File: config.mk
export PLATFORM = sky130hd
export DESIGN_NAME = slt_queue
export DESIGN_NICKNAME = d
export VERILOG_FILES = /design/src/rtl/core/slt_pkg.sv /design/src/rtl/core/slt_queue.sv
export SDC_FILE = /design/constraint.sdc
export NUM_CORES = 1
export LEC_CHECK = 0
export BUFFER_PORTS_ARGS = -buffer_cell sky130_fd_sc_hd__clkbuf_2
export CORE_UTILIZATION = 50
export CTS_CLUSTER_DIAMETER = 30
export DETAILED_ROUTE_END_ITERATION = 10
export GPL_ROUTABILITY_DRIVEN = 0
export MAX_ROUTING_LAYER = met4
export PLACE_DENSITY = 0.78
export SYNTH_ARGS = -nofsm -noshare
export SYNTH_HDL_FRONTEND = slang
export SYNTH_SLANG_ARGS = --single-unit
File: constraint.sdc
create_clock -name clk -period 3.8 [get_ports clk]
set_input_delay 0.76 -clock clk [delete_from_list [all_inputs] [get_ports clk]]
set_output_delay 0.76 -clock clk [all_outputs]
set_load 0.03 [all_outputs]
File: src/rtl/core/slt_pkg.sv
// slt_pkg: command and status codes, the classified operation type and the
// queue entry shared by the front, the queue and the back of sorted_list_table
// no dependencies
package slt_pkg;

    localparam int CMD_W        = 3;
    localparam int VALUE_W      = 32;
    localparam int POSITION_W   = 8;
    localparam int STATUS_W     = 2;
    localparam int ELEM_COUNT_W = 9;
    localparam int QUEUE_DEPTH  = 2;

    localparam logic [CMD_W-1:0] CMD_INSERT   = 3'd0;
    localparam logic [CMD_W-1:0] CMD_CONTAINS = 3'd1;
    localparam logic [CMD_W-1:0] CMD_GET      = 3'd2;
    localparam logic [CMD_W-1:0] CMD_REMOVE   = 3'd3;
    localparam logic [CMD_W-1:0] CMD_REVERSE  = 3'd4;

    localparam logic [STATUS_W-1:0] STATUS_OK    = 2'd0;
    localparam logic [STATUS_W-1:0] STATUS_FULL  = 2'd1;
    localparam logic [STATUS_W-1:0] STATUS_RANGE = 2'd2;

    typedef enum logic [2:0] {
        OP_INSERT,
        OP_CONTAINS,
        OP_GET,
        OP_REMOVE,
        OP_REVERSE,
        OP_NOP
    } op_t;

    typedef struct packed {
        op_t                          op;
        logic signed [VALUE_W-1:0]    value;
        logic        [POSITION_W-1:0] position;
    } item_t;

endpackage

File: src/rtl/core/slt_queue.sv
// slt_queue: short fifo of classified words between front and back
// depends on slt_pkg
module slt_queue
    import slt_pkg::*;
(
    input  logic  clk,
    input  logic  rst_n,
    input  logic  push,
    input  item_t push_item,
    output logic  full,
    input  logic  pop,
    output item_t pop_item,
    output logic  empty
);

    localparam int QW  = (QUEUE_DEPTH > 1) ? $clog2(QUEUE_DEPTH) : 1;
    localparam int QCW = $clog2(QUEUE_DEPTH + 1);

    item_t          entry_reg [QUEUE_DEPTH];
    logic [QW-1:0]  wr_ptr_reg, wr_ptr_next;
    logic [QW-1:0]  rd_ptr_reg, rd_ptr_next;
    logic [QCW-1:0] fill_reg, fill_next;

    assign full     = (fill_reg == QCW'(QUEUE_DEPTH));
    assign empty    = (fill_reg == '0);
    assign pop_item = entry_reg[rd_ptr_reg];

    always_comb
    begin
        wr_ptr_next = wr_ptr_reg;
        rd_ptr_next = rd_ptr_reg;
        fill_next   = fill_reg;
        if (push)
        begin
            wr_ptr_next = (wr_ptr_reg == QW'(QUEUE_DEPTH - 1)) ? '0 : wr_ptr_reg + QW'(1);
        end
        if (pop)
        begin
            rd_ptr_next = (rd_ptr_reg == QW'(QUEUE_DEPTH - 1)) ? '0 : rd_ptr_reg + QW'(1);
        end
        if (push && !pop)
        begin
            fill_next = fill_reg + QCW'(1);
        end
        else if (pop && !push)
        begin
            fill_next = fill_reg - QCW'(1);
        end
    end

    always_ff @(posedge clk or negedge rst_n)
    begin
        if (!rst_n)
        begin
            wr_ptr_reg <= '0;
            rd_ptr_reg <= '0;
            fill_reg   <= '0;
        end
        else
        begin
            wr_ptr_reg <= wr_ptr_next;
            rd_ptr_reg <= rd_ptr_next;
            fill_reg   <= fill_next;
        end
    end

    always_ff @(posedge clk)
    begin
        if (push)
        begin
            entry_reg[wr_ptr_reg] <= push_item;
        end
    end

endmodule

==> results.sh, run 1 <==
export IMPL_nets=297
export IMPL_rows=30
export IMPL_dp_slack_ps=1400
export IMPL_cts_setup_buffers=0
export IMPL_crit_fanout=25
export IMPL_largest_reg_flops=86
export IMPL_power_uw=3260
export IMPL_wire_per_inst_microns=15.8
export IMPL_drtIter0Drc=100
export IMPL_startpoint_type="register"
export IMPL_final_cells=334
export IMPL_fin_skew_ps=8.62
export IMPL_dp_cells=318
export IMPL_setup_violations=0
export IMPL_finalSetupTns_ps=0
export IMPL_rsz0062_at_grt="false"
export IMPL_grt_max_degree=44
export IMPL_period_minus_slack_ps=2750
export IMPL_holdBufCountCts=0
export IMPL_hold_viol_final=0
export IMPL_syn_area_per_cell_sq_um=23.3
export IMPL_dp_final_hpwl_microns=3470
export IMPL_detail_route_antenna_nets=0
export IMPL_max_slew_margin_rel=0.293
export IMPL_cts_path_max_buffers=2
export IMPL_cts_clk_slew_worst_paths_ps=80
export IMPL_status="finished clean"
export IMPL_grt_use_total=0.154
export IMPL_vdd_drop_max_v=0.000531
export IMPL_synth_seq_cells=90
export IMPL_ys_warn_count=0
export IMPL_power_leakage_uw=0.00172
export IMPL_cts_resized=0
export IMPL_port_buffers=91
export IMPL_power_frac_seq=0.441
export IMPL_p_sw_frac=0.364
export IMPL_combPwrFrac=0.383
export IMPL_cts_tree="yes"
export IMPL_grt_pass1_vias=1680
export IMPL_dieArea_sq_mm=0.00732
export IMPL_slew_violations=0
export IMPL_drive_gt1_frac=0.610
export IMPL_hp_class="in -> async"
export IMPL_yosysSeqAreaShare=0.768
export IMPL_cts_made_buffers=9
export IMPL_worstSetupPathType="reg -> out"
export IMPL_cp_required_ps=3040
export IMPL_vias=1649
export IMPL_initial_core_util=0.517
export IMPL_end_kind="primary output"
export IMPL_drtPass1Iterations=4
export IMPL_pwr_share_clk=0.175
export IMPL_max_freq_mhz=363
export IMPL_wl_microns=5280
export IMPL_die_w_microns=85.6
export IMPL_antenna_found_initial=0
export IMPL_netlist_area_sq_mm=0.00349
export IMPL_tightest_slew_ps=1060
export IMPL_die_y_microns=85.6
export IMPL_viasPerCell=4.94
export IMPL_period_share=0.724
export IMPL_setup_ws_ps=1050
export IMPL_cp_data_arrival_time_ps=1990
export IMPL_num_io_pins=92
export IMPL_clkLatencyLatePin_ps=340
export IMPL_cts_root_buffer="clkbuf_8"
export IMPL_synth_cell_types=13
export IMPL_gr_total_overflow=0
export IMPL_synth_fp_nets=198
export IMPL_htreeDepth=3
export IMPL_p_int_uw=2070
export IMPL_synthCells=150
export IMPL_grt_pass1_wl_microns=7960
export IMPL_drc=0
export IMPL_pwr_density_cell_mw_per_mm2=780
export IMPL_area_growth_pct=19.5
export IMPL_max_cap_viol_count=0
export IMPL_switching_power_uw=1190
export IMPL_diodes=0
export IMPL_core_area_sq_mm=0.00676
export IMPL_cts_num_sinks=90
-- cell usage after synthesis --
cell / count / share of area
edfxtp_1: 86 / 0.74
mux2_4: 39 / 0.17
buf_12: 4 / 0.023
dfrtp_1: 4 / 0.029
mux2_2: 4 / 0.013
xor2_1: 4 / 0.010
nor2_1: 2 / 0.0022
nor2b_1: 2 / 0.0036
and2_1: 1 / 0.0018
buf_6: 1 / 0.0032
ha_1: 1 / 0.0036
inv_1: 1 / 0.0011
xnor2_1: 1 / 0.0025
-- final cells by class --
| cell class | instances | area [sq um] |
|---|---|---|
| Clock buffer | 9 | 124 |
| Fill cell | 492 | 2580 |
| Sequential cell | 90 | 2680 |
| Inverter | 1 | 3.75 |
| Multi-Input combinational cell | 54 | 722 |
| Tap cell | 80 | 100 |
| Timing Repair Buffer | 93 | 483 |
| Clock inverter | 7 | 55.1 |
-- cell families after synthesis --
| family | after synthesis | share of synthesized area |
|---|---|---|
| simple gates | 5 | 0.00753 |
| fa+ha+maj | 1 | 0.00358 |
| buf+inv | 6 | 0.0272 |
| mux | 43 | 0.181 |
| flops | 90 | 0.768 |
| xor+xnor | 5 | 0.0125 |
-- worst max-delay path: stages (launching register included) --
cell and delay (ps):
dfrtp_2 770, buf_12 300, mux2_2 370, clkbuf_2 180
-- worst paths after layout --
kind,from,end,slack [ps],depth (start not counted)
max,rd_ptr_reg,pop_item[28],1050,3
min,rst_n,fill_reg[0],230,1
max reg2reg,wr_ptr_reg,entry_reg[0][28],2050,2
min reg2reg,fill_reg[1],fill_reg[1],520,1
max in group asynchronous,rst_n,rd_ptr_reg,3420,1
min in group clk,fill_reg[1],fill_reg[1],520,1
-- power by group through the flow --
| stage | combinational (uW) | clock [uW] | sequential [uW] |
|---|---|---|---|
| floorplan | 1100 | 0 | 1390 |
| global placement | 1260 | 0 | 1450 |
| detailed placement | 1260 | 0 | 1460 |
| CTS | 1270 | 591 | 1440 |
| global route | 1310 | 625 | 1460 |
| finish | 1250 | 571 | 1440 |
-- cell usage in the layout, fill, tap and decap left out, drive strengths merged --
cell type  synthesis  routed
xor2               4       4
dfrtp              4       4
mux2              43      43
clkinv             0       4
inv                1       2
xnor2              1       1
clkinvlp           0       2
ha                 1       1
buf                5       2
clkbuf             0     100
nor2b              2       2
edfxtp            86      86
nor2               2       2
and2               1       1
-- layer usage --
metal  wire length [microns]  global-route usage  share of wire
met5                       0                   -              0
met2                    2530               0.236           0.48
met4                      55              0.0682          0.010
met3                     269              0.0375          0.051
met1                    2420               0.197           0.46
-- metrics by stage --
step	utilization	instance area, sq um	hold WS [ps]
after floorplan	-	3490	455
after global placement	0.591	3990	473
after detailed placement	0.591	3990	507
after CTS	0.617	4170	208
after global routing	0.617	4170	210
final	0.617	4170	227
No activity file was read; power rests on OpenSTA's default activity.
==> inputs of run 2 (changes only) <==
--- a/config.mk
+++ b/config.mk
@@ -5,6 +5,7 @@
 export SDC_FILE = /design/constraint.sdc
 export NUM_CORES = 1
 export LEC_CHECK = 0
+export ABC_AREA = 1
 export BUFFER_PORTS_ARGS = -buffer_cell sky130_fd_sc_hd__clkbuf_2
 export CORE_UTILIZATION = 50
 export CTS_CLUSTER_DIAMETER = 30
==> constraint.sdc (replaced) <==
create_clock -name clk -period 2.7 [get_ports clk]
set_input_delay 0.54 -clock clk [delete_from_list [all_inputs] [get_ports clk]]
set_output_delay 0.54 -clock clk [all_outputs]
set_load 0.03 [all_outputs]
==> run 2 against run 1 <==
Compared with the run above:
- critical path depth unchanged
- sequential cell count is the same
- largest cell class unchanged
- clock power grew 53%
- highest routed layer unchanged
- core utilization grew 1.3 points
- wire length increased by 0.66%
- largest power group unchanged
- setup slack lost 870 ps
- die area grew 0.56%
==> results.sh, run 2 <==
export IMPL_hold_depth=1
export IMPL_synth_edff_count=86
export IMPL_rsz0062_at_grt="false"
export IMPL_cts_num_sinks=90
export IMPL_fin_skew_ps=9.26
export IMPL_hold_worst_slack_ps=381
export IMPL_yosysSeqAreaShare=0.764
export IMPL_num_io_pins=92
export IMPL_rrSetupSlack_ps=1200
export IMPL_multi_input_area_sq_um=718
export IMPL_cts_tree="yes"
export IMPL_setup_violations=0
export IMPL_final_cell_mix="clkbuf_2 (91), edfxtp_1 (86), mux2_4 (39)"
export IMPL_max_slew_margin_rel=0.539
export IMPL_final_area_sq_mm=0.00428
export IMPL_wl_microns=5320
export IMPL_synth_most_common_cell="edfxtp_1"
export IMPL_max_freq_mhz=397
export IMPL_synth_seq_cells=90
export IMPL_status="finished clean"
export IMPL_drtIter0Drc=96
export IMPL_hold_viol_final=0
export IMPL_cts_made_buffers=9
export IMPL_drtPass1Iterations=4
export IMPL_cts_clk_slew_worst_paths_ps=90
export IMPL_power_leakage_uw=0.00178
export IMPL_area_growth_pct=22.0
export IMPL_dpl_instance_area_sq_mm=0.00408
export IMPL_final_common_cell="clkbuf_2"
export IMPL_startpoint_type="register"
export IMPL_netlist_area_sq_mm=0.00351
export IMPL_synth_top_flop_cell="edfxtp_1"
export IMPL_diodes=0
export IMPL_hold_path_end="entry_reg[0][16]"
export IMPL_clkLatencyLatePin_ps=340
export IMPL_synth_top_area_share=0.736
export IMPL_grt_use_total=0.160
export IMPL_largest_reg_flops=86
export IMPL_pwr_density_cell_mw_per_mm2=1100
export IMPL_dieArea_sq_mm=0.00736
export IMPL_gr_total_overflow=0
export IMPL_detail_route_antenna_nets=0
export IMPL_grt_pass1_vias=1747
export IMPL_antenna_found_initial=0
export IMPL_drc=0
export IMPL_die_y_microns=85.8
export IMPL_synth_cell_types=14
export IMPL_synthCells=159
export IMPL_end_kind="primary output"
export IMPL_dp_final_hpwl_microns=3550
export IMPL_htreeDepth=3
export IMPL_slew_violations=0
export IMPL_synth_fp_nets=207
export IMPL_synth_top_area_cell="edfxtp_1"
export IMPL_initial_core_util=0.517
export IMPL_hold_path_startpoint="push_item[16]"
export IMPL_cp_data_arrival_time_ps=1980
export IMPL_nets=310
export IMPL_period_share=0.934
export IMPL_cts_root_buffer="clkbuf_8"
export IMPL_crit_fanout=22
export IMPL_tightest_slew_ps=691
export IMPL_port_buffers=91
export IMPL_synthArstFlopShare=0.0444
export IMPL_cts_path_max_buffers=2
export IMPL_regToRegEndpoint="entry_reg[0][22]"
export IMPL_timing_rr_start="wr_ptr_reg"
export IMPL_r2r_cells=2
export IMPL_grt_pass1_wl_microns=8270
export IMPL_core_area_sq_mm=0.00679
export IMPL_nFillCells=492
export IMPL_grt_max_degree=27
export IMPL_die_w_microns=85.8
export IMPL_rows=30
export IMPL_yosys_top_cells_area="edfxtp_1 (74%), mux2_4 (17%), dfrtp_1 (2.9%)"
export IMPL_hp_class="in -> reg"
export IMPL_finalSetupTns_ps=0
export IMPL_wire_per_inst_microns=14.6
export IMPL_cp_required_ps=2160
export IMPL_yosys_top_cells_count="edfxtp_1 (86), mux2_4 (39), inv_1 (7)"
export IMPL_max_cap_viol_count=0
export IMPL_vdd_drop_max_v=0.000577
export IMPL_syn_area_per_cell_sq_um=22.1
export IMPL_vias=1684
export IMPL_worstSetupPathType="reg -> out"
export IMPL_seq_area_sq_mm=0.00268
export IMPL_ys_warn_count=0
export IMPL_drive_gt1_frac=0.588
export IMPL_cts_resized=0
export IMPL_viasPerCell=4.64
export IMPL_period_minus_slack_ps=2520
run 2: how the worst max path moves through the flow:
stage                           from              end  cells after the start
after detailed placement  rd_ptr_reg      pop_item[0]                      3
after global routing      rd_ptr_reg      pop_item[0]                      3
after global placement    rd_ptr_reg      pop_item[1]                      3
after CTS                 rd_ptr_reg      pop_item[0]                      3
final                     rd_ptr_reg      pop_item[0]                      3
after floorplan                 push  entry_reg[0][0]                      2
run 2: logic make-up after synthesis:
logic type    synth area share
simple gates            0.0118
xor+xnor               0.00749
mux                      0.180
fa+ha+maj              0.00356
buf+inv                 0.0335
flops                    0.764
run 2: repair_timing:
action | in CTS | in global routing
endpoints found under the setup margin | 0 | 0
hold buffers | 1 | 0
hold endpoints to repair | 4 | 0
buffers inserted | 0 | 0
run 2: critical path, cell delays in order, from the launching register on:
cell      delay (ps)
dfrtp_2          820
buf_4            320
mux2_4           320
clkbuf_2         180
run 2: metrics by stage:
stage                util  std cells  setup WS, ps  total power (uW)
floorplan               -        159           606              3510
global placement    0.600        346           533              3860
detailed placement  0.600        346           529              3890
CTS                 0.631        363           140              4770
global route        0.631        363          92.8              4920
finish              0.631        363           179              4710
run 2: cell type report:
class | count | area share
Clock buffer | 10 | 0.0298
Clock inverter | 6 | 0.0158
Inverter | 7 | 0.00613
Multi-Input combinational cell | 57 | 0.168
Sequential cell | 90 | 0.626
Tap cell | 96 | 0.0280
Timing Repair Buffer | 97 | 0.126
run 2: power by group:
| part | internal, uW | switching, uW | total, uW |
|---|---|---|---|
| combinational | 758 | 1050 | 1810 |
| sequential | 1850 | 173 | 2030 |
| clock | 429 | 447 | 876 |
| total | 3040 | 1670 | 4710 |
run 2: layer usage:
layer  vias to the layer above  GRT usage  part of all wire
met5                         -          -                 0
met4                         0     0.0727             0.011
met3                         5     0.0356             0.053
met2                        64      0.253              0.50
met1                       802      0.198              0.44
li1                        813          -                 -
